`config.mk`:
```
export PLATFORM = sky130hd
export DESIGN_NAME = compare_timer_oneshot_periodic
export DESIGN_NICKNAME = d
export VERILOG_FILES = /design/src/hdl/cti_pkg.sv /design/src/hdl/cti_core.sv /design/src/hdl/cti_emit.sv /design/src/hdl/compare_timer_oneshot_periodic.sv
export SDC_FILE = /design/constraint.sdc
export NUM_CORES = 1
export LEC_CHECK = 0
export BUFFER_PORTS_ARGS = -buffer_cell sky130_fd_sc_hd__buf_2
export CAP_MARGIN = 20
export CORE_MARGIN = 3
export CORE_UTILIZATION = 55
export DETAILED_ROUTE_END_ITERATION = 6
export PLACE_DENSITY_LB_ADDON = 0.1
export SYNTH_ARGS = -nofsm -noshare
export SYNTH_HDL_FRONTEND = slang
export SYNTH_HIERARCHICAL = 1
export SYNTH_SLANG_ARGS = --single-unit
```
`constraint.sdc`:
```
create_clock -name clock -period 5.9 [get_ports clock]
set_input_delay 0.885 -clock clock [delete_from_list [all_inputs] [get_ports clock]]
set_output_delay 0.885 -clock clock [all_outputs]
set_load 0.02 [all_outputs]
```
`src/hdl/cti_pkg.sv`:
```
`timescale 1ns / 1ps
// ----------------------------------------------------------------------------
// cti_pkg: shared types and constants of the compare timer
// Command and result codes, beat structs and the prescaler divider table.
// ----------------------------------------------------------------------------
package cti_pkg;

   // widest supported channel count; masks in beats are this wide
   localparam int MAX_CHANNELS = 4;
   localparam int PRESCALE_BITS = 10;
   localparam int CSR_INDEX_BITS = 1;

   // configuration register indexes
   localparam logic [CSR_INDEX_BITS-1:0] CSR_PRESCALE = 1'b0;
   localparam logic [CSR_INDEX_BITS-1:0] CSR_ENABLED = 1'b1;

   typedef enum logic [2:0] {
      CMD_TICK         = 3'd0,
      CMD_SET_ABS      = 3'd1,
      CMD_SET_REL      = 3'd2,
      CMD_SET_PERIODIC = 3'd3,
      CMD_CLEAR        = 3'd4,
      CMD_READ         = 3'd5,
      CMD_STOP         = 3'd6,
      CMD_START        = 3'd7
   } cmd_type;

   typedef enum logic [1:0] {
      KIND_STATUS = 2'd0,
      KIND_READ   = 2'd1,
      KIND_MATCH  = 2'd2
   } kind_type;

   typedef enum logic [1:0] {
      ST_OK               = 2'd0,
      ST_NOT_ENABLED      = 2'd1,
      ST_PERIODIC_REFUSED = 2'd2
   } status_type;

   // one input beat as held in the input register
   typedef struct packed {
      cmd_type     command;
      logic [1:0]  channel;
      logic [15:0] value;
   } item_type;

   // result set of one item: a status, a read, or a group of match events
   typedef struct packed {
      kind_type                kind;
      status_type              status;
      logic [15:0]             count;
      logic [MAX_CHANNELS-1:0] mask;
   } rdesc_type;

   // prescaler terminal count, 2^exp - 1 for exp in 0,1,2,3,6,8,10
   function automatic logic [PRESCALE_BITS-1:0] prescale_limit(input logic [2:0] sel);
      logic [PRESCALE_BITS-1:0] lim;
      begin
         case (sel)
            3'd0: lim = 10'd0;
            3'd1: lim = 10'd1;
            3'd2: lim = 10'd3;
            3'd3: lim = 10'd7;
            3'd4: lim = 10'd63;
            3'd5: lim = 10'd255;
            default: lim = 10'd1023;  // index six and above: divide by 1024
         endcase
         return lim;
      end
   endfunction

   // index of the lowest set bit
   function automatic logic [1:0] lowest_index(input logic [MAX_CHANNELS-1:0] mask);
      logic [1:0] idx;
      begin
         idx = 2'd0;
         for (int i = MAX_CHANNELS - 1; i >= 0; i--) begin
            if (mask[i]) idx = 2'(i);
         end
         return idx;
      end
   endfunction

endpackage

```
`src/hdl/cti_core.sv`:
```
`timescale 1ns / 1ps
// ----------------------------------------------------------------------------
// cti_core: timer state and command execution
// Holds counter, prescaler, compare channels and configuration; executes one
// item per cycle while the result slot is free; results go to the output stage.
// ----------------------------------------------------------------------------
module cti_core import cti_pkg::*; #(
   parameter int NUM_CHANNELS = 4,
   parameter int COUNT_BITS   = 16
) (
   input  logic                      clock,
   input  logic                      reset,
   input  logic                      item_go,
   input  item_type                  item,
   input  logic                      csr_write,
   input  logic [CSR_INDEX_BITS-1:0] csr_index,
   input  logic [2:0]                csr_data,
   output logic                      desc_load,
   output rdesc_type                 desc
);

   logic [2:0]               prescale_sel_ff, prescale_sel_in;
   logic [2:0]               enabled_ff, enabled_in;
   logic [COUNT_BITS-1:0]    count_ff, count_in;
   logic [PRESCALE_BITS-1:0] pcount_ff, pcount_in;
   logic [COUNT_BITS-1:0]    cmp_ff [NUM_CHANNELS];
   logic [COUNT_BITS-1:0]    cmp_in [NUM_CHANNELS];
   logic [NUM_CHANNELS-1:0]  armed_ff, armed_in;
   logic [NUM_CHANNELS-1:0]  oneshot_ff, oneshot_in;
   logic                     periodic_ff, periodic_in;
   logic                     running_ff, running_in;

   logic [2:0]               usable;
   logic                     chan_ok;
   logic [COUNT_BITS-1:0]    count_inc;
   logic [COUNT_BITS-1:0]    value_cb;
   logic [NUM_CHANNELS-1:0]  hit;
   logic [PRESCALE_BITS-1:0] limit;

   // channels usable by commands, capped at the built channel count
   assign usable = (enabled_ff > 3'(NUM_CHANNELS)) ? 3'(NUM_CHANNELS) : enabled_ff;
   assign chan_ok = ({1'b0, item.channel} < usable);
   assign count_inc = COUNT_BITS'(count_ff + 1'b1);
   assign value_cb = COUNT_BITS'(item.value);
   assign limit = prescale_limit(prescale_sel_ff);

   // compare lanes against the incremented count
   always_comb begin
      for (int c = 0; c < NUM_CHANNELS; c++) begin
         hit[c] = armed_ff[c] && (cmp_ff[c] == count_inc);
      end
   end

   // command execution
   always_comb begin
      prescale_sel_in = prescale_sel_ff;
      enabled_in = enabled_ff;
      count_in = count_ff;
      pcount_in = pcount_ff;
      cmp_in = cmp_ff;
      armed_in = armed_ff;
      oneshot_in = oneshot_ff;
      periodic_in = periodic_ff;
      running_in = running_ff;
      desc_load = 1'b0;
      desc.kind = KIND_STATUS;
      desc.status = ST_OK;
      desc.count = '0;
      desc.mask = '0;

      if (csr_write) begin
         case (csr_index)
            CSR_PRESCALE: prescale_sel_in = csr_data;
            CSR_ENABLED: enabled_in = csr_data;
            default: ;
         endcase
      end

      if (item_go) begin
         case (item.command)
            CMD_TICK: begin
               if (running_ff) begin
                  if (pcount_ff >= limit) begin
                     pcount_in = '0;
                     count_in = count_inc;
                     armed_in = armed_ff & ~(hit & oneshot_ff);
                     if (periodic_ff && (count_inc == cmp_ff[0])) count_in = '0;
                     if (|hit) begin
                        desc_load = 1'b1;
                        desc.kind = KIND_MATCH;
                        desc.mask = MAX_CHANNELS'(hit);
                     end
                  end else begin
                     pcount_in = PRESCALE_BITS'(pcount_ff + 1'b1);
                  end
               end
            end
            CMD_SET_ABS, CMD_SET_REL: begin
               desc_load = 1'b1;
               if (!chan_ok) begin
                  desc.status = ST_NOT_ENABLED;
               end else begin
                  for (int c = 0; c < NUM_CHANNELS; c++) begin
                     if (item.channel == 2'(c)) begin
                        cmp_in[c] = (item.command == CMD_SET_ABS) ? value_cb
                                  : COUNT_BITS'(count_ff + value_cb);
                        oneshot_in[c] = 1'b1;
                        armed_in[c] = 1'b1;
                     end
                  end
               end
            end
            CMD_SET_PERIODIC: begin
               desc_load = 1'b1;
               if ((item.channel != 2'd0) || (usable != 3'd1)) begin
                  desc.status = ST_PERIODIC_REFUSED;
               end else begin
                  count_in = '0;
                  pcount_in = '0;
                  cmp_in[0] = value_cb;
                  armed_in = NUM_CHANNELS'(1);
                  oneshot_in[0] = 1'b0;
                  periodic_in = 1'b1;
                  running_in = 1'b1;
               end
            end
            CMD_CLEAR: begin
               desc_load = 1'b1;
               if (!chan_ok) begin
                  desc.status = ST_NOT_ENABLED;
               end else begin
                  for (int c = 0; c < NUM_CHANNELS; c++) begin
                     if (item.channel == 2'(c)) armed_in[c] = 1'b0;
                  end
               end
            end
            CMD_READ: begin
               desc_load = 1'b1;
               desc.kind = KIND_READ;
               desc.count = 16'(count_ff);
            end
            CMD_STOP: begin
               desc_load = 1'b1;
               running_in = 1'b0;
               count_in = '0;
               pcount_in = '0;
            end
            CMD_START: begin
               desc_load = 1'b1;
               running_in = 1'b1;
            end
            default: ;
         endcase
      end
   end

   // state registers
   always_ff @(posedge clock) begin
      if (reset) begin
         prescale_sel_ff <= 3'd0;
         enabled_ff <= 3'd4;
         count_ff <= '0;
         pcount_ff <= '0;
         for (int c = 0; c < NUM_CHANNELS; c++) cmp_ff[c] <= '0;
         armed_ff <= '0;
         oneshot_ff <= '0;
         periodic_ff <= 1'b0;
         running_ff <= 1'b1;
      end else begin
         prescale_sel_ff <= prescale_sel_in;
         enabled_ff <= enabled_in;
         count_ff <= count_in;
         pcount_ff <= pcount_in;
         cmp_ff <= cmp_in;
         armed_ff <= armed_in;
         oneshot_ff <= oneshot_in;
         periodic_ff <= periodic_in;
         running_ff <= running_in;
      end
   end

   // a one-shot channel that matched is disarmed afterwards
   a_oneshot_disarm: assert property (@(posedge clock) disable iff (reset)
      desc_load && (desc.kind == KIND_MATCH) |=>
         (armed_ff & $past(desc.mask[NUM_CHANNELS-1:0] & oneshot_ff)) == '0)
      else $error("one-shot channel still armed after match");

   // match events only come from armed channels
   a_match_armed: assert property (@(posedge clock) disable iff (reset)
      desc_load && (desc.kind == KIND_MATCH) |->
         (desc.mask[NUM_CHANNELS-1:0] & ~armed_ff) == '0)
      else $error("match event from disarmed channel");

endmodule

```
`src/hdl/cti_emit.sv`:
```
`timescale 1ns / 1ps
// ----------------------------------------------------------------------------
// cti_emit: result register and beat serializer
// Holds one result set and sends it as beats, one match event per beat in
// ascending channel order.
// ----------------------------------------------------------------------------
module cti_emit import cti_pkg::*; (
   input  logic       clock,
   input  logic       reset,
   input  logic       desc_load,
   input  rdesc_type  desc,
   output logic       slot_free,
   output logic       rsp_valid,
   input  logic       rsp_stall,
   output logic [1:0] rsp_kind,
   output logic [1:0] rsp_status,
   output logic [1:0] rsp_event_channel,
   output logic [15:0] rsp_count_value,
   output logic       rsp_last
);

   logic                    desc_valid_ff, desc_valid_in;
   rdesc_type               desc_ff, desc_in;
   logic                    is_match;
   logic [MAX_CHANNELS-1:0] rest_mask;
   logic                    beat;
   logic                    done;

   // beat fields from the held result set
   assign is_match = (desc_ff.kind == KIND_MATCH);
   assign rest_mask = desc_ff.mask & (desc_ff.mask - 1'b1);
   assign rsp_valid = desc_valid_ff;
   assign rsp_kind = desc_ff.kind;
   assign rsp_status = desc_ff.status;
   assign rsp_count_value = desc_ff.count;
   assign rsp_event_channel = is_match ? lowest_index(desc_ff.mask) : 2'd0;
   assign rsp_last = !is_match || (rest_mask == '0);

   assign beat = rsp_valid && !rsp_stall;
   assign done = beat && rsp_last;
   assign slot_free = !desc_valid_ff || done;

   // load a new set, or drop the event just sent
   always_comb begin
      desc_valid_in = desc_valid_ff;
      desc_in = desc_ff;
      if (desc_load) begin
         desc_valid_in = 1'b1;
         desc_in = desc;
      end else if (done) begin
         desc_valid_in = 1'b0;
      end else if (beat) begin
         desc_in.mask = rest_mask;
      end
   end

   always_ff @(posedge clock) begin
      if (reset) begin
         desc_valid_ff <= 1'b0;
      end else begin
         desc_valid_ff <= desc_valid_in;
      end
   end

   always_ff @(posedge clock) begin
      desc_ff <= desc_in;
   end

   // a held match set always has an event left
   a_match_nonempty: assert property (@(posedge clock) disable iff (reset)
      desc_valid_ff && is_match |-> desc_ff.mask != '0)
      else $error("empty match set held");

   // no set is overwritten before its last beat leaves
   a_no_overwrite: assert property (@(posedge clock) disable iff (reset)
      desc_load |-> slot_free)
      else $error("result set overwritten");

   // each non-final beat removes exactly one event
   a_one_event: assert property (@(posedge clock) disable iff (reset)
      beat && !rsp_last |=> desc_valid_ff &&
         ($countones(desc_ff.mask) + 1 == $countones($past(desc_ff.mask))))
      else $error("event lost or repeated");

endmodule

```
`src/hdl/compare_timer_oneshot_periodic.sv`:
```
`timescale 1ns / 1ps
// ----------------------------------------------------------------------------
// compare_timer_oneshot_periodic: timer counter with compare channels
// Prescaled up counter with one-shot and periodic compare channels, driven
// by tick and command beats; results leave as status, read or match beats.
//
//   channel  direction  handshake            payload
//   req      in         req_valid/req_stall  command, channel, value
//   rsp      out        rsp_valid/rsp_stall  kind, status, event_channel,
//                                            count_value, last
//   csr      in         csr_write            csr_index, csr_data
//
// One beat per cycle in unless stalled; results pass the input and result registers.
// A tick that matches k channels occupies the result register for k beats and
// holds the input until the last leaves; other commands take one, a quiet tick none.
// Reset is synchronous; the timer comes up running with all channels idle.
// rsp_stall backs up into the result register, then the one-beat input
// register, then req_stall.
// ----------------------------------------------------------------------------
module compare_timer_oneshot_periodic import cti_pkg::*; #(
   parameter int NUM_CHANNELS = 4,
   parameter int COUNT_BITS   = 16
) (
   input  logic                      clock,
   input  logic                      reset,
   input  logic                      req_valid,
   output logic                      req_stall,
   input  logic [2:0]                req_command,
   input  logic [1:0]                req_channel,
   input  logic [15:0]               req_value,
   output logic                      rsp_valid,
   input  logic                      rsp_stall,
   output logic [1:0]                rsp_kind,
   output logic [1:0]                rsp_status,
   output logic [1:0]                rsp_event_channel,
   output logic [15:0]               rsp_count_value,
   output logic                      rsp_last,
   input  logic                      csr_write,
   input  logic [CSR_INDEX_BITS-1:0] csr_index,
   input  logic [2:0]                csr_data
);

   logic      in_valid_ff, in_valid_in;
   item_type  in_item_ff, in_item_in;
   logic      slot_free;
   logic      item_go;
   logic      req_beat;
   logic      desc_load;
   rdesc_type desc;

   // input register: taken when empty or when its item moves on
   assign item_go = in_valid_ff && slot_free;
   assign req_stall = in_valid_ff && !slot_free;
   assign req_beat = req_valid && !req_stall;

   always_comb begin
      in_valid_in = in_valid_ff;
      in_item_in = in_item_ff;
      if (req_beat) begin
         in_valid_in = 1'b1;
         in_item_in.command = cmd_type'(req_command);
         in_item_in.channel = req_channel;
         in_item_in.value = req_value;
      end else if (item_go) begin
         in_valid_in = 1'b0;
      end
   end

   always_ff @(posedge clock) begin
      if (reset) begin
         in_valid_ff <= 1'b0;
      end else begin
         in_valid_ff <= in_valid_in;
      end
   end

   always_ff @(posedge clock) begin
      in_item_ff <= in_item_in;
   end

   cti_core #(
      .NUM_CHANNELS (NUM_CHANNELS),
      .COUNT_BITS   (COUNT_BITS)
   ) u_core (
      .clock     (clock),
      .reset     (reset),
      .item_go   (item_go),
      .item      (in_item_ff),
      .csr_write (csr_write),
      .csr_index (csr_index),
      .csr_data  (csr_data),
      .desc_load (desc_load),
      .desc      (desc)
   );

   cti_emit u_emit (
      .clock             (clock),
      .reset             (reset),
      .desc_load         (desc_load),
      .desc              (desc),
      .slot_free         (slot_free),
      .rsp_valid         (rsp_valid),
      .rsp_stall         (rsp_stall),
      .rsp_kind          (rsp_kind),
      .rsp_status        (rsp_status),
      .rsp_event_channel (rsp_event_channel),
      .rsp_count_value   (rsp_count_value),
      .rsp_last          (rsp_last)
   );

endmodule

```
# Yosys cells after proc, flatten, opt, wreduce, memory -nomap -nowiden

Cells that the tools add are included.

Register bits: 153
Input bits: 30

Add/subtract/negate cells: 4
$lt $le $gt $ge: 3
Eq/ne operators: 36
Mux-type cells: 67
Bitwise operators: 6
Reductions and logical operators: 50

Operator list:

| kind                  | count |
|---|---|
| $mux 16               | 10 |
| $eq 16x16->1          | 5 |
| $mux 64               | 1 |
| $pmux 10 s6           | 1 |
| $mux 4                | 13 |
| $pmux 16 s3           | 1 |
| $reduce_and 9->1      | 4 |
| $pmux 16 s2           | 1 |
| $mux 10               | 3 |
| $pmux 10 s3           | 1 |
| $ne 2x1->1 const B    | 12 |
| $mux 1                | 20 |
| $eq 3x3->1 const B    | 6 |
| $mux 2                | 9 |
| $add 16x1->16 const B | 1 |
| $add 16x16->16        | 1 |
| $pmux 4 s4            | 1 |
| $reduce_and 4->1      | 4 |
| $and 4x4->4           | 3 |
| $eq 3x2->1 const B    | 4 |
| $add 10x1->10 const B | 1 |
| $ge 10x10->1          | 1 |
| $logic_and 1x1->1     | 10 |
| $reduce_and 5->1      | 2 |
| other kinds (28)      | 51 |

# Logic depth before layout (Yosys ltp)

Gate-level depths: netlist of run 1.

Depth after elaboration: 11
Depth in mapped cells: 16
Depth with buffers taken out: 13

# Modules after synthesis

The synthesis of run 1 kept the hierarchy.

By module, submodules not included:

| module                         | instances | cells an instance | area each (um^2) | seq. area each (um^2) |
|---|---|---|---|---|
| cti_core                       | 1         | 926               | 7,354.6          | 2,122.0 |
| cti_emit                       | 1         | 72                | 1,041.0          | 740.7 |
| compare_timer_oneshot_periodic | 1         | 26                | 686.9            | 650.6 |

# Worst setup path after synthesis of run 1

OpenSTA, ideal clock, no wires.

Kind: register -> register
Start: register u_core.count_ff[8]
End: register u_emit/desc_ff[0] (netlist name) (enable)
Arrival: 4.295 ns
Required time: 5.592 ns
Setup slack: 1.297 ns
Stages on the path, launching flop included: 13
Buffers on the path: 2
Period minus slack after synthesis: 4.603 ns
Path through: dfxtp_1 -> buf_2 -> nand4_2 -> or4_1 -> xor2_1 -> xnor2_1 -> a2111o_1 -> or4_1 -> nand3_1 -> o21ai_1 -> a31oi_1 -> clkbuf_1 -> a31o_1

Word-level cells in the longest chain between the ends: 11
Elaborated cells between the ends (all ways): 18
Classes of those cells: 1 x add/sub; 5 x eq/ne; 5 x mux; 7 x reduce/logical

RTL lines:

| item                                                             | line                                 | source |
|---|---|---|
| from (decl)                                                      | cti_core.sv:24                       | `logic [COUNT_BITS-1:0] count_ff, count_in;` |
| from (signal assigned)                                           | cti_core.sv:172                      | `count_ff <= count_in;` |
| $add 16x1->16 (*)                                                | cti_core.sv:43                       | `assign count_inc = COUNT_BITS'(count_ff + 1'b1);` |
| $eq 16x16->1                                                     | cti_core.sv:50                       | `hit[c] = armed_ff[c] && (cmp_ff[c] == count_inc);` |
| $logic_and 1x1->1                                                | cti_core.sv:50                       |  |
| $reduce_or 4->1 (*)                                              | cti_core.sv:88                       | `if (\|hit) begin` |
| $mux 1 (*)                                                       | cti_core.sv:88                       |  |
| $mux 1 (*)                                                       | cti_core.sv:83                       | `if (pcount_ff >= limit) begin` |
| $mux 1 (*)                                                       | cti_core.sv:82                       | `if (running_ff) begin` |
| $pmux 1 s2 (*)                                                   | cti_core.sv:80                       | `case (item.command)` |
| $mux 1 (*)                                                       | cti_core.sv:79                       | `if (item_go) begin` |
| via desc_load                                                    | compare_timer_oneshot_periodic.sv:48 | `logic desc_load;` |
| $ne 2x2->1 (no source line) or $reduce_bool 2->1 (tied branches) | n/a                                  |  |
| $reduce_and 2->1 (no source line) (*)                            | n/a                                  |  |
| to (signal assigned)                                             | cti_emit.sv:66                       | `desc_ff <= desc_in;` |
| to (decl)                                                        | cti_emit.sv:23                       | `rdesc_type desc_ff, desc_in;` |

The timed path passes the listed nets; every way through them passes the cells marked *.
A chain may end at the register's enable or synchronous reset.

# Worst setup path in the final report of run 1

Start: register u_core.count_ff[5]
End: register u_emit/desc_ff[0] (netlist name) (enable)

Same word-level chain as after synthesis.

==> results of run 1 <==
==> per-stage QoR <==
stage | instance area (um^2) | hold WS (ns)
2_1_floorplan | 9080 | 0.427
3_3_place_gp | 9310 | 0.443
3_5_place_dp | 9330 | 0.447
4_1_cts | 9930 | 0.459
5_1_grt | 9940 | 0.488
6_report | 9940 | 0.464
==> layout by cell type (no fill, tap or decap), types with 18 or more instances in the layout <==
master | synthesis | routed
sky130_fd_sc_hd__a211oi_1 | 45 | 44
sky130_fd_sc_hd__a21oi_1 | 70 | 70
sky130_fd_sc_hd__a31oi_1 | 28 | 27
sky130_fd_sc_hd__and2_1 | 18 | 18
sky130_fd_sc_hd__buf_2 | 10 | 54
sky130_fd_sc_hd__dfxtp_1 | 108 | 108
sky130_fd_sc_hd__edfxtp_1 | 45 | 45
sky130_fd_sc_hd__ha_1 | 23 | 23
sky130_fd_sc_hd__inv_1 | 24 | 24
sky130_fd_sc_hd__nand2_1 | 74 | 74
sky130_fd_sc_hd__nand3_1 | 32 | 32
sky130_fd_sc_hd__nor2_1 | 94 | 93
sky130_fd_sc_hd__nor3_1 | 27 | 27
sky130_fd_sc_hd__o21ai_0 | 55 | 55
sky130_fd_sc_hd__xnor2_1 | 49 | 49
sky130_fd_sc_hd__xor2_1 | 33 | 33
==> cell usage after synthesis (4+ instances only) <==
cell type	count	area, um^2
sky130_fd_sc_hd__nand3_1	32	160
sky130_fd_sc_hd__a22oi_1	6	45.0
sky130_fd_sc_hd__buf_2	10	50.1
sky130_fd_sc_hd__xor2_1	33	289
sky130_fd_sc_hd__nand2b_1	15	93.8
sky130_fd_sc_hd__and3_1	12	75.1
sky130_fd_sc_hd__a41oi_1	4	35.0
sky130_fd_sc_hd__nor2b_1	9	56.3
sky130_fd_sc_hd__a21oi_1	70	350
sky130_fd_sc_hd__o21ai_0	55	275
sky130_fd_sc_hd__o22ai_1	4	25.0
sky130_fd_sc_hd__edfxtp_1	45	1350
sky130_fd_sc_hd__o2111ai_1	6	52.6
sky130_fd_sc_hd__o211ai_1	5	37.5
sky130_fd_sc_hd__xnor3_1	9	203
sky130_fd_sc_hd__nand4_1	9	56.3
sky130_fd_sc_hd__or4_1	5	37.5
sky130_fd_sc_hd__a211oi_1	45	338
sky130_fd_sc_hd__and2_1	18	113
sky130_fd_sc_hd__a2111oi_0	4	35.0
sky130_fd_sc_hd__nor3_1	27	135
sky130_fd_sc_hd__o31ai_1	5	37.5
sky130_fd_sc_hd__nand3b_1	5	37.5
sky130_fd_sc_hd__o21ai_1	6	30.0
sky130_fd_sc_hd__xnor2_1	49	429
sky130_fd_sc_hd__or3_1	8	50.1
sky130_fd_sc_hd__a31oi_1	28	175
sky130_fd_sc_hd__ha_1	23	288
sky130_fd_sc_hd__inv_1	24	90.1
sky130_fd_sc_hd__dfxtp_1	108	2160
sky130_fd_sc_hd__buf_4	21	158
sky130_fd_sc_hd__nor4_1	10	62.6
sky130_fd_sc_hd__clkbuf_1	47	176
sky130_fd_sc_hd__nor2_1	94	353
sky130_fd_sc_hd__mux2i_1	17	170
sky130_fd_sc_hd__a21o_1	7	52.6
sky130_fd_sc_hd__nand2_1	74	278
==> registers in the layout, summed over array words and instances (netlist names) <==
name and cells:
u_core/count_ff 16, u_emit/rsp_valid 1, u_emit/rsp_kind 2, u_emit/desc_ff 4, u_core/periodic_ff 1, u_emit/rsp_count_value 16, u_core/running_ff 1, in_item_ff 21
u_core/cmp_ff 64, u_core/pcount_ff 10, u_core/armed_ff 4, u_core/prescale_sel_ff 3, u_emit/rsp_status 2, u_core/enabled_ff 3, in_valid_ff 1, u_core/oneshot_ff 4
==> cells by family after synthesis <==
kind of cell	after synthesis	share of synthesized area [%]
simple gates	344	19.4
compound gates	284	20.3
flops	153	38.7
buf+inv	106	5.47
xor+xnor	92	10.4
fa+ha+maj	25	3.50
mux	20	2.25
==> layer usage <==
| layer | wire [um] | global-route usage (%) | part of all wire, % |
|---|---|---|---|
| met5 | 0 | 0 | 0 |
| met4 | 350 | 8.48 | 1.4 |
| met3 | 2260 | 5.89 | 8.7 |
| met2 | 11000 | 41.8 | 43 |
| met1 | 12300 | 44.7 | 47 |
==> area by class of cell <==
cell class | count | area [um^2] | share of cell area [%]
Clock inverter | 14 | 173 | 1.74
Timing Repair Buffer | 65 | 364 | 3.66
Multi-Input combinational cell | 765 | 5100 | 51.3
Tap cell | 216 | 270 | 2.72
Inverter | 24 | 90.1 | 0.906
Sequential cell | 153 | 3510 | 35.3
Clock buffer | 18 | 429 | 4.32
==> path summary, 6_finish.rpt <==
| path | start | end | slack (ns) | cells past startpoint |
|---|---|---|---|---|
| min reg2reg | u_core/oneshot_ff[3]$_SDFFE_PP0P_ | u_core/oneshot_ff[3]$_SDFFE_PP0P_ | 0.46 | 2 |
| max | u_core/count_ff[5]$_SDFFE_PP0P_ | u_emit/desc_ff[0]$_SDFFCE_PN0P_ | 1.29 | 11 |
| max reg2reg | u_core/count_ff[5]$_SDFFE_PP0P_ | u_emit/desc_ff[0]$_SDFFCE_PN0P_ | 1.29 | 11 |
| min | u_core/oneshot_ff[3]$_SDFFE_PP0P_ | u_core/oneshot_ff[3]$_SDFFE_PP0P_ | 0.46 | 2 |
==> worst register-to-register path, delay by kind of cell (launching register included) <==
kind                   cells  cell delay [ns]
AND/OR/NAND/NOR            4             1.74
AO/OA/AOI/OAI              5             1.06
flip-flops                 1             0.74
XOR/XNOR                   1             0.43
buffers and inverters      1             0.34
==> power by group <==
part           switching (W)  leakage, nW  internal (W)
combinational       0.000124         2.07     0.0000720
clock               0.000451        0.282      0.000667
sequential         0.0000293         1.29       0.00111
total               0.000605         3.65       0.00185
==> results_tabular.tex, run 1 <==
\begin{tabular}{lr}
\hline
Metric & Value \\
\hline
\multicolumn{2}{l}{\textbf{Run status}} \\
Status & finished clean \\
\multicolumn{2}{l}{\textbf{Logic synthesis}} \\
Post-synthesis sequential area ratio & approximately 39\% \\
Synth warn & 6 \\
Synthesized Nets & approximately 1.1k \\
Synthesized cell area & 0.00908 mm\^{}2 \\
Post-synthesis sequential element count & $\sim$150 \\
Ys async rst share & 0\% \\
Post-synthesis cell count & $\sim$1.0k \\
Predominant post-synthesis flop cell & sky130\_fd\_sc\_hd\_\_dfxtp\_1 \\
Number of distinct standard cells referenced by the synthesized netlist & slightly above 80 \\
Synthesized area divided by synthesized cell count & between 8 and 9 um\^{}2 \\
EDFF count, synth & between 40 and 50 \\
\multicolumn{2}{l}{\textbf{Pwr}} \\
Power density of the placed cells & 247 mW/mm\^{}2 \\
IR drop worst, VDD & around 0.19 mV \\
Total power & around 0.0025 W \\
Leakage power of the design & between 3 and 4 nW \\
\multicolumn{2}{l}{\textbf{CTS}} \\
Longest Clk Path Bufs & 2 \\
Clock slew seen by the registers of the worst setup and hold paths & roughly 0.060 ns \\
Number of clock sinks seen by CTS & $\sim$150 \\
H-tree depth & 4 \\
Skew-Pair Late Insertion Delay & 0.43 ns \\
Post-CTS sizing & 0 \\
Cts-stage hold buffer count & 0 \\
TritonCTS clock tree & yes \\
Post-CTS setup buffer count & 0 \\
Number of buffers added by the clock tree synthesis step & 17 \\
Buffer cell driving the clock tree root & sky130\_fd\_sc\_hd\_\_clkbuf\_16 \\
\multicolumn{2}{l}{\textbf{Route}} \\
Mean number of vias per cell & about 6.2 \\
Post-detailed-routing wire length & approximately 26,000 um \\
Count of nets left with antenna violations after detail routing & 0 \\
DRC marker count from the first detailed-route iteration & 784 \\
DR WL/cell & 20.6 um \\
Vias after detailed routing & approximately 8k \\
DR DRC count & 0 \\
Detailed-router iteration count before antenna repair & 5 \\
\multicolumn{2}{l}{\textbf{Place}} \\
Dpl hpwl & approximately 19,000 um \\
Port Buffer Count & 54 \\
Total instance count after detailed placement & 1,222 \\
Routability-driven placement congestion ratio & just under 1 \\
Worst slack at placement & roughly 1.4 ns \\
\multicolumn{2}{l}{\textbf{Worst setup path}} \\
List of cells traversed by the critical path & nand4\_2 > nor4\_1 > xnor2\_1 > o2111ai\_1 > a2111o\_1 > or4\_1 > nand3\_1 > o21ai\_1 > a31oi\_2 > buf\_4 > a31o\_1 \\
Required time worst endpoint & $\sim$6.0 ns \\
Biggest cell delay along the critical path & between 0.7 and 0.8 ns \\
Crit path arrival time & approximately 4.7 ns \\
Critical-path maximum fanout & 30 \\
Capturing element type of the critical path & flop \\
Critical path start-end classification & flop to flop \\
Critical Path Slowest Stage Cell & sky130\_fd\_sc\_hd\_\_dfxtp\_1 \\
Top delay family on crit path & simple AND/OR/NAND/NOR gates \\
Critical Path Start Type & flop \\
Bufs and invs on worst path & 1 \\
\multicolumn{2}{l}{\textbf{Global routing}} \\
Global Route Usage Sum & $\sim$29\% \\
Via count of the first global-routing pass & about 7.1k \\
Congestion Overflow GR & 0 \\
Global-route wire length before repair & about 41,000 um \\
Maximum number of pins on one net before global-route repair & 66 \\
Initial antenna violation count & 0 \\
\multicolumn{2}{l}{\textbf{Die}} \\
Die extent in x & about 130 um \\
Initial cell density of the core & approximately 57\% \\
Die Height & between 100 and 150 um \\
Row Count & between 40 and 50 \\
Area inside the core boundary & roughly 0.016 mm\^{}2 \\
Die outline area & around 0.018 mm\^{}2 \\
Number of I/O pins & 55 \\
\multicolumn{2}{l}{\textbf{Layout}} \\
Post-route core utilization & 62.1\% \\
Share of cells above drive strength 1 & between 10\% and 20\% \\
Non-filler cells, final & around 1.3k \\
Number of antenna diodes & 0 \\
Final Net Count & 1,080 \\
Number of filler instances in the final layout & 1,433 \\
Area added between synthesis and finish & 9.45\% \\
\multicolumn{2}{l}{\textbf{Timing}} \\
Max Clock Skew & approximately 0.008 ns \\
Max Fclk & 217 MHz \\
Total count of max-transition violations in the final report & 0 \\
Slack of the critical path & 1.29 ns \\
Worst-margin pin slew & between 1 and 1.5 ns \\
Setup repair after global routing missed its margin & no \\
Relative slew slack & about a third \\
Period Utilization, post-route & about 78\% \\
Final setup violation count & 0 \\
Final-report hold violation count & 0 \\
Setup\_tns & 0 ns \\
Final worst path period need & 4.61 ns \\
\multicolumn{2}{l}{\textbf{Hold path}} \\
Hold crit path type & flop to flop \\
\multicolumn{2}{l}{\textbf{Run}} \\
\# Max-Cap Violations & 0 \\
\hline
\end{tabular}
No activity file was read; power rests on OpenSTA's default activity.
==> run 2: changes to the inputs <==
- ABC_AREA: unset -> 1
- clock period: 5.9 -> 4.8 ns (I/O delays scaled with it)
==> results_tabular.tex, run 2 <==
\begin{tabular}{lr}
\hline
Metric & Value \\
\hline
\multicolumn{2}{l}{\textbf{Logic synthesis}} \\
Predominant post-synthesis flop cell & sky130\_fd\_sc\_hd\_\_dfxtp\_1 \\
Post-synthesis sequential area ratio & a little under two fifths \\
Synth warn & 6 \\
Synthesized cell area & 0.00928 mm\^{}2 \\
Proportion of synthesized area in mux cells & 0.216\% \\
Dominant combinational cell family by area after synthesis & simple AND/OR/NAND/NOR gates \\
Number of distinct standard cells referenced by the synthesized netlist & between 50 and 60 \\
Compound-cell area share of the yosys netlist & between 10\% and 20\% \\
Simple-gate share of the synthesized area & 31.6\% \\
Ys async rst share & 0\% \\
Post-synthesis sequential element count & between 150 and 200 \\
Synthesized-area fraction occupied by xor and xnor cells & $\sim$1.6\% \\
Synthesized area divided by synthesized cell count & around 7 um\^{}2 \\
Most frequent cells after synthesis & sky130\_fd\_sc\_hd\_\_nand2\_1 (281), sky130\_fd\_sc\_hd\_\_inv\_1 (161), sky130\_fd\_sc\_hd\_\_nor2\_1 (153) \\
EDFF count, synth & 45 \\
Synth area leaders & sky130\_fd\_sc\_hd\_\_dfxtp\_1 (23\%), sky130\_fd\_sc\_hd\_\_edfxtp\_1 (15\%), sky130\_fd\_sc\_hd\_\_nand2\_1 (11\%) \\
Most common cell in the netlist & sky130\_fd\_sc\_hd\_\_nand2\_1 \\
Synthesized Nets & 1,373 \\
Post-synthesis cell count & about 1.3k \\
Largest area contributor in the synthesized netlist & sky130\_fd\_sc\_hd\_\_dfxtp\_1 \\
Proportion of netlist area held by the largest area contributor & between 20\% and 30\% \\
Synth Area in Adders & under 10\% \\
\multicolumn{2}{l}{\textbf{Layout}} \\
Non-filler cells, final & around 1.6k \\
Number of antenna diodes & 0 \\
Share of cells above drive strength 1 & between 10\% and 20\% \\
Post-route cell area & 0.0101 mm\^{}2 \\
Number of flip-flops under the largest register name & 64 \\
Area added between synthesis and finish & 8.98\% \\
Final Net Count & $\sim$1.4k \\
Biggest registers after layout & u\_core/cmp\_ff: 64 flops, in\_item\_ff: 21 flops \\
Register containing the most flip-flops in the final layout & u\_core/cmp\_ff \\
Most common cell after layout, fill and taps aside & sky130\_fd\_sc\_hd\_\_nand2\_1 \\
Most used cells in the layout excluding fill and tap cells & sky130\_fd\_sc\_hd\_\_nand2\_1 (281), sky130\_fd\_sc\_hd\_\_inv\_1 (161), sky130\_fd\_sc\_hd\_\_nor2\_1 (153) \\
\multicolumn{2}{l}{\textbf{Route}} \\
DR WL/cell & between 15 and 20 um \\
DRC marker count from the first detailed-route iteration & 831 \\
Vias after detailed routing & between 8k and 9k \\
DR DRC count & 0 \\
Post-detailed-routing wire length & roughly 27,000 um \\
Count of nets left with antenna violations after detail routing & 0 \\
Detailed-router iteration count before antenna repair & 6 \\
Mean number of vias per cell & roughly 5.5 \\
\multicolumn{2}{l}{\textbf{Global routing}} \\
Initial antenna violation count & 0 \\
Via count of the first global-routing pass & 8,096 \\
Global Route Usage Sum & 30.9\% \\
Global-route wire length before repair & $\sim$44,000 um \\
Congestion Overflow GR & 0 \\
Maximum number of pins on one net before global-route repair & just over 70 \\
\multicolumn{2}{l}{\textbf{Worst setup path}} \\
Critical path start-end classification & flop to flop \\
Critical-path maximum fanout & 22 \\
Reg2Reg Capture Point & u\_emit/desc\_ff[1]\$\_DFFE\_PP\_ \\
Critical path destination & u\_emit/desc\_ff[1]\$\_DFFE\_PP\_ \\
Worst flop-to-flop path startpoint & u\_core/count\_ff[0]\$\_SDFFE\_PP0P\_ \\
Required time worst endpoint & $\sim$5.0 ns \\
Crit path arrival time & 3.56 ns \\
Reg2reg path depth & 17 \\
Flop2flop setup slack & approximately 1.4 ns \\
Critical Path Start Type & flop \\
Capturing element type of the critical path & flop \\
Start point of the critical path & u\_core/count\_ff[0]\$\_SDFFE\_PP0P\_ \\
\multicolumn{2}{l}{\textbf{CTS}} \\
H-tree depth & 4 \\
Number of buffers added by the clock tree synthesis step & 17 \\
Buffer cell driving the clock tree root & sky130\_fd\_sc\_hd\_\_clkbuf\_16 \\
Longest Clk Path Bufs & 2 \\
Cts-stage hold buffer count & 0 \\
TritonCTS clock tree & yes \\
Clock slew seen by the registers of the worst setup and hold paths & 0.07 ns \\
Post-CTS sizing & 0 \\
Skew-Pair Late Insertion Delay & roughly 0.43 ns \\
Post-CTS setup buffer count & 0 \\
Number of clock sinks seen by CTS & roughly 150 \\
\multicolumn{2}{l}{\textbf{Timing}} \\
Relative slew slack & about a third \\
Final worst path period need & roughly 3.4 ns \\
Max Clock Skew & around 0.013 ns \\
Final-report hold violation count & 0 \\
Setup\_tns & 0 ns \\
Final setup violation count & 0 \\
Worst-margin pin slew & 0.993 ns \\
Period Utilization, post-route & a little over two thirds \\
Setup repair after global routing missed its margin & no \\
Total count of max-transition violations in the final report & 0 \\
Max Fclk & between 200 and 300 MHz \\
\multicolumn{2}{l}{\textbf{Place}} \\
Port Buffer Count & between 50 and 60 \\
Placement-stage cell area & between 0.009 and 0.01 mm\^{}2 \\
Total instance count after detailed placement & 1,540 \\
Dpl hpwl & 20,700 um \\
Routability-driven placement congestion ratio & roughly 1.1 \\
\multicolumn{2}{l}{\textbf{Die}} \\
Area inside the core boundary & approximately 0.016 mm\^{}2 \\
Number of I/O pins & 55 \\
Row Count & 46 \\
Die extent in x & around 140 um \\
Die Height & 136 um \\
Die outline area & 0.0185 mm\^{}2 \\
Initial cell density of the core & a little under three fifths \\
\multicolumn{2}{l}{\textbf{Run status}} \\
Status & finished clean \\
\multicolumn{2}{l}{\textbf{Pwr}} \\
Power density of the placed cells & roughly 300 mW/mm\^{}2 \\
Total power & about 0.0030 W \\
IR drop worst, VDD & between 0.3 and 0.4 mV \\
Leakage power of the design & between 4 and 5 nW \\
\multicolumn{2}{l}{\textbf{Run}} \\
\# Max-Cap Violations & 0 \\
\multicolumn{2}{l}{\textbf{Hold path}} \\
Hold crit path type & flop to flop \\
\hline
\end{tabular}
[run 2: cell count changes after synthesis, sizes merged, moves of 44 or more]
cell / before / now
nand2: 76 / 304
inv: 24 / 166
nand3: 33 / 110
nor2: 94 / 168
a21oi: 71 / 131
a211oi: 46 / 1
o21ai: 61 / 105
xnor2: 49 / 5
[run 2: layout make-up]
cell class                 instances  area, um^2
clock buffer                      23         499
clock inverter                     9        58.8
fill                            1546        6060
inverter                         169         637
multi-input combinational        943        4800
sequential                       153        3510
tap                              216         270
timing repair buffer              61         329
[run 2: cells by family after synthesis]
group,Yosys count
AOI/OAI and AO/OA,259
xor gates and xnor gates,17
adders and majority gates,24
buffers and inverters,223
DFF,153
muxes,2
and+or+nand+nor,641
[run 2: layer usage]
| layer | GRT usage (%) | vias to the layer above | routed length [um] |
|---|---|---|---|
| met1 | 44.4 | 3978 | 12800 |
| met5 | 0 | - | 0 |
| li1 | - | 4354 | - |
| met3 | 6.25 | 42 | 1950 |
| met4 | 9.13 | 0 | 656 |
| met2 | 47.3 | 298 | 11900 |
[run 2: how the worst min path moves through the flow]
| stage | start | endpoint | slack (ns) | depth (start not counted) |
|---|---|---|---|---|
| 2_1_floorplan | u_core/oneshot_ff[2]$_SDFFE_PP0P_ | u_core/oneshot_ff[2]$_SDFFE_PP0P_ | 0.43 | 2 |
| 3_3_place_gp | u_core/oneshot_ff[2]$_SDFFE_PP0P_ | u_core/oneshot_ff[2]$_SDFFE_PP0P_ | 0.45 | 2 |
| 3_5_place_dp | u_core/oneshot_ff[2]$_SDFFE_PP0P_ | u_core/oneshot_ff[2]$_SDFFE_PP0P_ | 0.45 | 2 |
| 4_1_cts | req_value[13] | in_item_ff[13]$_DFFE_PP_ | 0.45 | 1 |
| 5_1_grt | req_value[11] | in_item_ff[11]$_DFFE_PP_ | 0.44 | 1 |
| 6_report | u_core/oneshot_ff[2]$_SDFFE_PP0P_ | u_core/oneshot_ff[2]$_SDFFE_PP0P_ | 0.46 | 2 |
[run 2: where the power goes]
group / internal (W) / switching (W)
Combinational: 0.0000877 / 0.000195
Sequential: 0.00137 / 0.0000325
Clock: 0.000734 / 0.000545
[run 2: worst max-delay path, stage by stage, from the launching register on]
cell                      delay, ns
sky130_fd_sc_hd__dfxtp_1       0.60
sky130_fd_sc_hd__ha_1          0.28
sky130_fd_sc_hd__nand2_2       0.16
sky130_fd_sc_hd__nor2_4        0.18
sky130_fd_sc_hd__nand4_1       0.13
sky130_fd_sc_hd__nand2_1       0.20
sky130_fd_sc_hd__inv_1         0.12
sky130_fd_sc_hd__nand2_1       0.07
sky130_fd_sc_hd__nand2_1       0.04
sky130_fd_sc_hd__nor2_1        0.17
sky130_fd_sc_hd__nand3_1       0.12
sky130_fd_sc_hd__nor2_1        0.16
sky130_fd_sc_hd__nor2_1        0.06
sky130_fd_sc_hd__nand3_1       0.11
sky130_fd_sc_hd__nand2_1       0.07
sky130_fd_sc_hd__nand2_1       0.19
sky130_fd_sc_hd__buf_4         0.33
sky130_fd_sc_hd__o21ai_0       0.13
[run 2: per-stage QoR]
| stage | hold slack [ns] | setup slack, ns | utilization (%) |
|---|---|---|---|
| final | 0.462 | 1.40 | 62.5 |
| after CTS | 0.451 | 1.45 | 62.4 |
| after floorplan | 0.431 | 1.68 | - |
| after global placement | 0.445 | 1.59 | 58.9 |
| after detailed placement | 0.453 | 1.48 | 58.9 |
| after global routing | 0.443 | 1.01 | 62.5 |
